$ cat config.mk
export PLATFORM = sky130hd
export DESIGN_NAME = esa_ram
export DESIGN_NICKNAME = d
export VERILOG_FILES = /design/src/rtl/esa_ram.sv
export SDC_FILE = /design/constraint.sdc
export NUM_CORES = 1
export LEC_CHECK = 0
export ABC_AREA = 1
export BUFFER_PORTS_ARGS = -buffer_cell sky130_fd_sc_hd__buf_2
export CORE_ASPECT_RATIO = 0.7
export CORE_UTILIZATION = 55
export CTS_CLUSTER_DIAMETER = 200
export DETAILED_ROUTE_END_ITERATION = 6
export PLACE_DENSITY = 0.72
export RECOVER_POWER = 25
export SYNTH_ARGS = -nofsm -noshare
export SYNTH_HDL_FRONTEND = slang
export SYNTH_SLANG_ARGS = --single-unit
$ cat constraint.sdc
create_clock -name i_clk -period 4 [get_ports i_clk]
set_input_delay 0.4 -clock i_clk [delete_from_list [all_inputs] [get_ports i_clk]]
set_output_delay 0.4 -clock i_clk [all_outputs]
set_load 0.05 [all_outputs]
$ cat src/rtl/esa_ram.sv
// Generic single-write, single-read synchronous RAM with registered read data.
`default_nettype none
module esa_ram #(
    parameter int WIDTH = 32,
    parameter int DEPTH = 16
) (
    input  wire logic                     i_clk,
    input  wire logic                     i_we,
    input  wire logic [$clog2(DEPTH)-1:0] i_waddr,
    input  wire logic [WIDTH-1:0]         i_wdata,
    input  wire logic [$clog2(DEPTH)-1:0] i_raddr,
    output logic      [WIDTH-1:0]         o_rdata
);

    logic [WIDTH-1:0] r_mem [DEPTH];

    always_ff @(posedge i_clk) begin
        if (i_we) begin
            r_mem[i_waddr] <= i_wdata;
        end
        o_rdata <= r_mem[i_raddr];
    end

endmodule
`default_nettype wire

==> results.json <==
{
  "status": "finished with violations",
  "violations": "DRC",
  "relSlewSlack_pct": 28.4,
  "syn-num-nets": 2162,
  "postCtsResizedCells": 0,
  "cts_tree": "done",
  "nFillCells": 3097,
  "num_vias": 14700,
  "die_area_mm2": 0.0422,
  "wl_um": 53000,
  "wl_met1_um": 22700,
  "clk_pin_slew_ns": 0.06,
  "grt.total_usage_pct": 25.8,
  "critPathKind": "in -> reg",
  "cp_max_fo": 75,
  "ant_nets": 0,
  "antenna_found_initial": 0,
  "clock-root-buffer": "clkbuf_16",
  "grt-ovfl-total": 0,
  "irDropWorstVdd_v": 0.000422,
  "critPathMaxStageDelay_ns": 0.52,
  "final_net_count": 2218,
  "die_w_um": 245,
  "grt_pass1_vias": 14400,
  "cpMostUsedCell": "nand2_1",
  "cts_buffers": 50,
  "avgViaCountPerCell": 5.35,
  "hold_violations": 0,
  "grt_max_degree": 116,
  "wl_met3_um": 4460,
  "start_util_pct": 56.5,
  "end_kind": "register",
  "syn_to_final_growth_pct": 10.4,
  "drive_above_1_share_pct": 8.21,
  "tns_ns": 0,
  "route.met2.wl_um": 24900,
  "rows": 61,
  "hp-class": "in -> reg",
  "gp_congestion": 0.781,
  "routed.top_layer": "met4",
  "dr.pass1.iters": 7,
  "synth_cell_types": 15,
  "ys_ff_latch": 544,
  "drt-initial-drc-count": 1486,
  "clk_latency_ns": 0.57,
  "syn_area_mm2": 0.0227,
  "crit_required_ns": 4.51,
  "diodes": 0,
  "power.density_mw_per_mm2": 474,
  "drc": 1,
  "postPlaceCellArea_mm2": 0.0235,
  "postSynthAreaPerCell_um2": 10.7,
  "leakage_nw": 10.7,
  "grt_pass1_wl_um": 81800,
  "tightestPinTransition_ns": 1.07,
  "cts.path.max_buffers": 3,
  "min_period_over_period_pct": 45.4,
  "postCtsSetupBuffers": 0,
  "fmax_ghz": 0.551,
  "htree_levels": 2,
  "portBuffers": 73,
  "holdBufCountCts": 0,
  "ys_warn_count": 0,
  "io_pins": 74,
  "critPathArrivalTime_ns": 2.32,
  "worstPathCellList": "clkbuf_8, inv_6, buf_4, nand2_1, nand2_1, nand2_1, nand3_1, nand3_1, nand2_1",
  "slowest_stage": "inv_6",
  "wl_per_cell_um": 19.3,
  "slew_viol_final": 0,
  "final_cell_area_mm2": 0.0251,
  "hpwl_um": 26900,
  "ys_seq_area_share_pct": 70.5,
  "skew_ns": 0.0190,
  "dpl_worst_slack_ns": 1.60,
  "syn-instance-count": 2120,
  "drv_cap": 0,
  "critPathLaunchType": "primary input",
  "die_height_um": 172,
  "period_minus_slack_ns": 1.81,
  "rsz0062_at_grt": "no",
  "worst_slack_ns": 2.19,
  "setup_violations": 0,
  "cts.sinks": 544,
  "core-area_mm2": 0.0402
}
[cell type report]
class,count,area (µm²),share of cell area (%)
Inverter,390,1470,5.87
Tap cell,535,669,2.67
Clock buffer,61,1350,5.40
Sequential cell,544,16000,63.8
Timing Repair Buffer,109,684,2.73
Clock inverter,31,223,0.888
Multi-Input combinational cell,1081,4670,18.6
[synth_stat cells]
library cell,n,area [µm²]
inv_2,1,3.75
buf_12,1,20.0
clkbuf_1,14,52.6
buf_4,6,45.0
nand2_1,677,2540
nand3_1,385,1930
nor2_1,17,63.8
buf_2,41,205
inv_1,388,1460
nand3b_1,2,15.0
dfxtp_1,32,641
buf_1,14,52.6
buf_6,29,327
edfxtp_1,512,15400
inv_4,1,6.26
[final timing paths]
kind | slack [ns] | to | from | cells past startpoint
worst max-delay path | 2.19 | o_rdata[4] | i_raddr[0] | 9
worst min-delay path | 0.23 | r_mem[15][13] | i_wdata[13] | 1
worst max register to register | 2.95 | o_rdata[26] | r_mem[9][26] | 6
worst min register to register | 0.65 | o_rdata[22] | r_mem[10][22] | 6
[stage by stage]
step	cells	total power [mW]	hold WS (ns)	util (%)
after floorplan	2120	7.09	0.499	-
after global placement	2659	7.35	0.638	58.5
after detailed placement	2659	7.37	0.645	58.5
after CTS	2751	11.9	0.188	62.4
after global routing	2751	12.3	0.229	62.4
final	2751	11.9	0.229	62.4
[flip-flops by register name, summed over array words and instances (netlist names)]
name	cells
o_rdata	32
r_mem	512
[power by group]
group | switching [mW] | internal (mW)
Sequential | 0.0401 | 6.37
Combinational | 0.639 | 0.198
Clock | 2.06 | 2.59
[layout by cell type, fill, tap and decap left out, types with 3 or more instances in the layout]
cell type    n
buf_12       5
buf_2       51
buf_4       32
bufinv_16    3
clkbuf_1    26
clkbuf_16   51
clkbuf_8     5
clkinv_1    13
clkinv_2    12
dfxtp_1     32
edfxtp_1   512
inv_1      386
nand2_1    677
nand3_1    385
nor2_4      16
[cell families (layout without fill, tap and decap cells)]
logic type / count (synthesis) / in the layout / share of synthesized area, %
simple gates: 1081 / 1081 / 20.0
buf+inv: 495 / 591 / 9.54
flops: 544 / 544 / 70.5
[per-layer routing]
| metal | global-route usage, % | up-vias |
|---|---|---|
| met3 | 3.68 | 87 |
| li1 | - | 6963 |
| met1 | 36.3 | 7002 |
| met2 | 42.4 | 672 |
| met5 | 0 | - |
| met4 | 6.82 | 0 |
[critical path, delay by kind of cell]
kind / cells / cell delay, ns
buffers and inverters: 3 / 1.27
AND/OR/NAND/NOR: 6 / 0.52
(Power assumes the default switching activity.)
