===== src/rtl/esa_pkg.sv =====
// Package for the element stiffness accumulator: sizes, codes, types and arithmetic helpers.
`default_nettype none
package esa_pkg;

    localparam int MAX_DOFS          = 16;
    localparam int STRESS_COMPONENTS = 3;

    localparam int B_DEPTH  = STRESS_COMPONENTS * MAX_DOFS;
    localparam int D_DEPTH  = STRESS_COMPONENTS * STRESS_COMPONENTS;
    localparam int DB_DEPTH = STRESS_COMPONENTS * MAX_DOFS;
    localparam int K_DEPTH  = MAX_DOFS * MAX_DOFS;

    localparam int BA_W  = $clog2(B_DEPTH);
    localparam int DA_W  = $clog2(D_DEPTH);
    localparam int DBA_W = $clog2(DB_DEPTH);
    localparam int KA_W  = $clog2(K_DEPTH);
    localparam int DOF_W = $clog2(MAX_DOFS);
    localparam int CT_W  = $clog2(STRESS_COMPONENTS);
    localparam int POS_W = 6;
    localparam int CFG_W = 5;

    // item operation codes
    localparam logic [1:0] OP_DATA  = 2'd0;
    localparam logic [1:0] OP_READ  = 2'd1;
    localparam logic [1:0] OP_CLEAR = 2'd2;

    typedef enum logic [1:0] {
        ST_IDLE,
        ST_CALC,
        ST_READ
    } t_state;

    typedef enum logic [1:0] {
        PH_IDLE,
        PH_DB,
        PH_K
    } t_phase;

    // start request from the item controller to the engine
    typedef struct packed {
        logic             start;
        logic [CFG_W-1:0] n;
    } t_eng_ctl;

    // memory requests from the engine
    typedef struct packed {
        logic [BA_W-1:0]    b_raddr;
        logic [DA_W-1:0]    d_raddr;
        logic [DBA_W-1:0]   db_raddr;
        logic               db_we;
        logic [DBA_W-1:0]   db_waddr;
        logic signed [31:0] db_wdata;
        logic [KA_W-1:0]    k_raddr;
        logic               k_we;
        logic [KA_W-1:0]    k_waddr;
        logic signed [63:0] k_wdata;
    } t_eng_mem;

    // saturating 64-bit add
    function automatic logic signed [63:0] sat_add64(input logic signed [63:0] a,
                                                     input logic signed [63:0] b);
        logic signed [64:0] s;
        s = {a[63], a} + {b[63], b};
        if (s[64] != s[63]) begin
            sat_add64 = s[64] ? {1'b1, 63'd0} : {1'b0, {63{1'b1}}};
        end else begin
            sat_add64 = s[63:0];
        end
    endfunction

    // Q32.32 sum to Q16.16: round half up, saturate to 32 bits
    function automatic logic signed [31:0] round_sat32(input logic signed [65:0] v);
        logic signed [65:0] r;
        logic signed [49:0] q;
        r = v + 66'sd32768;
        q = r[65:16];
        if (q > 50'sd2147483647) begin
            round_sat32 = {1'b0, {31{1'b1}}};
        end else if (q < -50'sd2147483648) begin
            round_sat32 = {1'b1, 31'd0};
        end else begin
            round_sat32 = q[31:0];
        end
    endfunction

endpackage
`default_nettype wire


===== src/rtl/esa_engine.sv =====
// Point engine: D*B pass then B^T*(DB) pass into K, one shared multiplier, pipelined.
`default_nettype none
module esa_engine (
    input  wire logic                      i_clk,
    input  wire logic                      i_rst_n,
    input  wire esa_pkg::t_eng_ctl         i_ctl,
    input  wire logic signed [31:0]        i_b_rdata,
    input  wire logic signed [31:0]        i_d_rdata,
    input  wire logic signed [31:0]        i_db_rdata,
    input  wire logic signed [63:0]        i_k_rdata,
    output esa_pkg::t_eng_mem              o_mem,
    output logic                           o_done
);
    import esa_pkg::*;

    t_phase            r_phase, n_phase;
    logic              r_issue, n_issue;
    logic [DOF_W-1:0]  r_ca, n_ca, r_cb, n_cb;
    logic [CT_W-1:0]   r_ct, n_ct;
    logic [CFG_W-1:0]  r_n;

    logic [DOF_W-1:0]  w_nm1, w_ca_lim;
    logic [BA_W-1:0]   w_b_row;

    logic              r_v1, r_first1, r_last1;
    logic [KA_W-1:0]   r_tag1;
    logic              r_v2, r_first2, r_last2;
    logic [KA_W-1:0]   r_tag2;
    logic signed [63:0] r_p2, r_kin2;
    logic signed [65:0] r_acc, w_sum, r_tot3;
    logic              r_v3;
    logic [KA_W-1:0]   r_tag3;
    logic signed [63:0] r_kacc, w_ksum;
    logic signed [31:0] w_opa, w_opb;

    assign w_nm1    = DOF_W'(r_n - CFG_W'(1));
    assign w_ca_lim = (r_phase == PH_DB) ? DOF_W'(STRESS_COMPONENTS - 1) : w_nm1;

    // loop counters: (s, j, t) in the D*B pass, (i, j, s) in the K pass
    always_comb begin
        n_phase = r_phase;
        n_issue = r_issue;
        n_ca    = r_ca;
        n_cb    = r_cb;
        n_ct    = r_ct;
        o_done  = 1'b0;
        if (i_ctl.start) begin
            n_phase = PH_DB;
            n_issue = 1'b1;
            n_ca    = '0;
            n_cb    = '0;
            n_ct    = '0;
        end else if (r_issue) begin
            if (r_ct != CT_W'(STRESS_COMPONENTS - 1)) begin
                n_ct = r_ct + CT_W'(1);
            end else begin
                n_ct = '0;
                if (r_cb != w_nm1) begin
                    n_cb = r_cb + DOF_W'(1);
                end else begin
                    n_cb = '0;
                    if (r_ca != w_ca_lim) begin
                        n_ca = r_ca + DOF_W'(1);
                    end else begin
                        n_ca    = '0;
                        n_issue = 1'b0;
                    end
                end
            end
        end else if (r_phase != PH_IDLE && !r_v1 && !r_v2 && !r_v3) begin
            // pipeline drained
            if (r_phase == PH_DB) begin
                n_phase = PH_K;
                n_issue = 1'b1;
            end else begin
                n_phase = PH_IDLE;
                o_done  = 1'b1;
            end
        end
    end

    always_ff @(posedge i_clk) begin
        if (!i_rst_n) begin
            r_phase <= PH_IDLE;
            r_issue <= 1'b0;
            r_ca    <= '0;
            r_cb    <= '0;
            r_ct    <= '0;
            r_v1    <= 1'b0;
            r_v2    <= 1'b0;
            r_v3    <= 1'b0;
        end else begin
            r_phase <= n_phase;
            r_issue <= n_issue;
            r_ca    <= n_ca;
            r_cb    <= n_cb;
            r_ct    <= n_ct;
            r_v1    <= r_issue;
            r_v2    <= r_v1;
            r_v3    <= r_v2 && r_last2 && (r_phase == PH_DB);
        end
    end

    always_ff @(posedge i_clk) begin
        if (i_ctl.start) begin
            r_n <= i_ctl.n;
        end
    end

    assign w_b_row = BA_W'(r_ct) * BA_W'(r_n);

    // stage 1: read data arriving
    always_ff @(posedge i_clk) begin
        r_first1 <= (r_ct == '0);
        r_last1  <= (r_ct == CT_W'(STRESS_COMPONENTS - 1));
        r_tag1   <= {r_ca, r_cb};
    end

    // stage 2: product register
    assign w_opa = (r_phase == PH_DB) ? i_d_rdata : i_b_rdata;
    assign w_opb = (r_phase == PH_DB) ? i_b_rdata : i_db_rdata;
    always_ff @(posedge i_clk) begin
        r_first2 <= r_first1;
        r_last2  <= r_last1;
        r_tag2   <= r_tag1;
        r_p2     <= w_opa * w_opb;
        r_kin2   <= i_k_rdata;
    end

    // stage 3: exact sum for D*B, saturating accumulate for K
    assign w_sum  = (r_first2 ? 66'sd0 : r_acc) + 66'(r_p2);
    assign w_ksum = sat_add64(r_first2 ? r_kin2 : r_kacc, r_p2);
    always_ff @(posedge i_clk) begin
        if (r_v2) begin
            r_acc  <= w_sum;
            r_kacc <= w_ksum;
        end
        r_tot3 <= w_sum;
        r_tag3 <= r_tag2;
    end

    // read addresses and write-backs
    always_comb begin
        o_mem.b_raddr  = w_b_row + BA_W'((r_phase == PH_DB) ? r_cb : r_ca);
        o_mem.d_raddr  = DA_W'(r_ca) * DA_W'(STRESS_COMPONENTS) + DA_W'(r_ct);
        o_mem.db_raddr = DBA_W'(r_ct) * DBA_W'(MAX_DOFS) + DBA_W'(r_cb);
        o_mem.k_raddr  = {r_ca, r_cb};
        o_mem.k_we     = r_v2 && r_last2 && (r_phase == PH_K);
        o_mem.k_waddr  = r_tag2;
        o_mem.k_wdata  = w_ksum;
        o_mem.db_we    = r_v3;
        o_mem.db_waddr = r_tag3[DBA_W-1:0];
        o_mem.db_wdata = round_sat32(r_tot3);
    end

endmodule
`default_nettype wire


===== config.mk =====
export PLATFORM = sky130hd
export DESIGN_NAME = esa_engine
export DESIGN_NICKNAME = d
export VERILOG_FILES = /design/src/rtl/esa_pkg.sv /design/src/rtl/esa_engine.sv
export SDC_FILE = /design/constraint.sdc
export NUM_CORES = 2
export LEC_CHECK = 0
export ABC_AREA = 1
export BUFFER_PORTS_ARGS = -buffer_cell sky130_fd_sc_hd__buf_2
export CORE_MARGIN = 10
export CORE_UTILIZATION = 60
export CTS_CLUSTER_DIAMETER = 40
export DETAILED_ROUTE_END_ITERATION = 8
export PLACE_DENSITY = 0.78
export SETUP_SLACK_MARGIN = 0.3
export SLEW_MARGIN = 20
export SYNTH_ARGS = -nofsm -noshare
export SYNTH_HDL_FRONTEND = slang
export SYNTH_SLANG_ARGS = --single-unit

===== constraint.sdc =====
create_clock -name i_clk -period 11.3 [get_ports i_clk]
set_input_delay 1.695 -clock i_clk [delete_from_list [all_inputs] [get_ports i_clk]]
set_output_delay 1.695 -clock i_clk [all_outputs]
set_load 0.005 [all_outputs]

==> out/results.tsv <==
stage	metric	value	unit
outcome	outcome	complete, no violations	
global_route	initial antenna violation count	14	
job	total of max-cap violations	0	
worst_setup_path	Critical R2R Launch	r_phase[1]	
worst_setup_path	Critical-path top delay cell	fa_1	
synthesis	main flop type after synthesis	dfxtp_1	
global_route	gr busiest metal	met2	
global_route	vias in the first global route	55990	
sta	relative slew slack	18.28	%
synthesis	share of the synthesized area in the top cell type	36.48	%
sta	fin crit share	90.76	%
floorplan	die area	112700	µm²
worst_setup_path	CP Launch Point	r_phase[1]	
sta	Clock Skews	0.04843	ns
clock_tree	clock latency on the worst-skew pair	0.68	ns
synthesis	count of cell types in the netlist	50	
worst_setup_path	R2R setup slack	1.04	ns
routing	routed wire length	226800	µm
clock_tree	post-cts resize count	0	
clock_tree	CTS max path bufs	3	
floorplan	Starting Density	60.59	%
hold_path	hold_sp	r_first1	
clock_tree	postcts setup bufs	0	
clock_tree	CTS tree	yes	
clock_tree	CTS H-tree lvls	2	
routing	WL/cell	24.19	µm
synthesis	Syn. warnings	0	
sta	final hold viol count	0	
floorplan	die width	335.7	µm
placed_design	Final GP Congestion	1.061	
worst_setup_path	CP max FO	76	
routing	Iteration-0 DRC Markers	6252	
floorplan	I/O pin total	305	
floorplan	# rows	115	
sta	RSZ-0062 raised after global routing	no	
worst_setup_path	crit path kind	flop to flop	
global_route	Total GRT Usage	40.43	%
routing	drt pass-1 iters	9	
synthesis	synthesized area	59810	µm²
clock_tree	CTS Buf Count	61	
worst_setup_path	required time worst endpoint	11.82	ns
clock_tree	clock sink count	356	
routing	Vias	54840	
layout	Final Util	65.92	%
global_route	GRT met2 Usage	59.93	%
global_route	pin count of the biggest net entering global routing	123	
synthesis	commonest cells in the netlist	nand2_1 (1766), inv_1 (1675), nor2_1 (1125)	
worst_setup_path	Critical Path Max Stage Delay	0.91	ns
sta	# setup viols final	0	
routing	vias per inst	5.848	
synthesis	post-synth net total	9341	
placed_design	detailed placement HPWL	189500	µm
worst_setup_path	Worst setup SP type	flop	
synthesis	Area contributors post-synth	fa_1 (36%), nand2_1 (11%), inv_1 (11%)	
worst_setup_path	WP data arrival	10.77	ns
routing	DR DRC count	0	
synthesis	largest area contributor in the netlist	fa_1	
synthesis	register area share after synthesis	14.17	%
layout	Fill cells	8590	
hold_path	HP Class	flop to flop	
sta	Fmax	97.51	MHz
synthesis	Post-synth EDFFs	135	
global_route	grt met1 use	52.17	%
synthesis	Avg Cell Area, Syn	7.711	µm²
floorplan	area of the core	98710	µm²
placed_design	PortBufs	304	
layout	NumNets Final	9608	
sta	slew at the pin with the worst max-slew slack	1.213	ns
clock_tree	clk slew on worst S/H paths	0.06	ns
global_route	first-pass GRT wire length	340100	µm
synthesis	FFs w/ async S/R, synth	0	%
layout	share of cells above drive strength 1	7.763	%
synthesis	most common cell in the netlist	nand2_1	
synthesis	Seq cells post-synth	356	
clock_tree	hold buffers post-CTS	0	
global_route	met3 usage	13.78	%
sta	Slew Viols, Final	0	
worst_setup_path	crit end category	flop	
sta	crit path time final	10.26	ns
floorplan	Chip Height	335.7	µm
layout	area of the multi-input gates	44110	µm²
clock_tree	root buffer cell	clkbuf_16	
synthesis	Post-Syn Instances	7757	
sta	setup TNS	0	ns
worst_setup_path	most frequent CP cell	fa_1	
layout	register area	8486	µm²
layout	area grow syn2layout	8.786	%
global_route	grt total ovfl	0	
routing	Routed Antenna Nets	0	
critical path, delay by kind of cell (launching register included):
kind | cells | cell delay, ns
adders and majority gates | 9 | 4.67
AOI/OAI and AO/OA | 4 | 1.00
xor gates and xnor gates | 1 | 0.14
buffers and inverters | 8 | 2.49
DFF | 1 | 0.33
and+or+nand+nor | 7 | 1.41
sequential cells by signal, summed over array words and instances (netlist names):
name / cells
r_first1: 1
r_tag1: 8
r_acc: 66
r_last2: 1
r_p2: 64
r_tot3: 51
r_ca: 4
r_kacc: 64
r_ct: 2
r_v1: 1
r_v2: 1
r_n: 5
r_cb: 4
r_issue: 1
r_tag2: 8
r_last1: 1
r_v3: 1
r_phase: 2
r_first2: 1
r_tag3: 6
r_kin2: 64
cell usage in the layout (no fill, tap or decap), types with 11 or more instances in the layout:
master / count
fa_1: 1090
nand3_1: 171
clkbuf_16: 64
nor4_1: 19
nand3b_1: 11
inv_6: 15
inv_1: 1673
o21ai_2: 38
buf_4: 103
o21ai_0: 201
o21bai_1: 32
a21o_1: 25
xor2_1: 151
edfxtp_1: 135
nor3_1: 28
buf_2: 304
xnor2_1: 46
a21oi_1: 276
dfxtp_1: 219
diode_2: 13
nor2_2: 14
inv_2: 14
nand2_1: 1766
clkinv_1: 19
ha_1: 326
a31oi_1: 19
nand4_1: 47
nand2_2: 19
o21ai_1: 21
nor2_1: 1125
through the flow:
stage | hold WS, ns | cells | instance area, µm² | setup slack (ns)
2_1_floorplan | 0.3096 | 7757 | 59810 | 2.237
3_3_place_gp | 0.3103 | 9248 | 62920 | 0.9573
3_5_place_dp | 0.3132 | 9248 | 62920 | 0.7911
4_1_cts | 0.3260 | 9364 | 65030 | 1.352
5_1_grt | 0.3379 | 9365 | 65040 | 0.5281
6_report | 0.3255 | 9377 | 65070 | 1.044
cell type report:
class	instances	share of cell area, %
multi-input combinational	5492	67.79
sequential	356	13.04
inverter	1705	9.836
timing repair buffer	408	3.557
clock buffer	70	2.527
tap	1287	2.475
clock inverter	46	0.7192
antenna	13	0.05000
worst paths after layout:
check / end / depth (start not counted)
min reg2reg: r_first2 / 0
max: r_p2[61] / 29
max reg2reg: r_p2[61] / 29
min: r_first2 / 0
cells by family (layout without fill, tap and decap cells):
kind of cell / count (synthesis) / in the layout / share of synthesized area (%)
AND/OR/NAND/NOR: 3228 / 3228 / 21.38
flip-flops: 356 / 356 / 14.17
other: 0 / 13 / 0
buffers and inverters: 1909 / 2229 / 12.19
AO/OA/AOI/OAI: 651 / 651 / 6.071
adder cells (fa/ha/maj): 1416 / 1416 / 43.30
XOR/XNOR: 197 / 197 / 2.885
routing by layer:
| layer | share of wire [%] | vias up |
|---|---|---|
| met4 | 6.3 | 16 |
| met5 | 0.053 | - |
| li1 | - | 23640 |
| met1 | 38 | 26720 |
| met3 | 14 | 851 |
| met2 | 43 | 3611 |
Power is not shown: default switching activity piles up to over one toggle a cycle in this logic, so the estimate is an artifact.
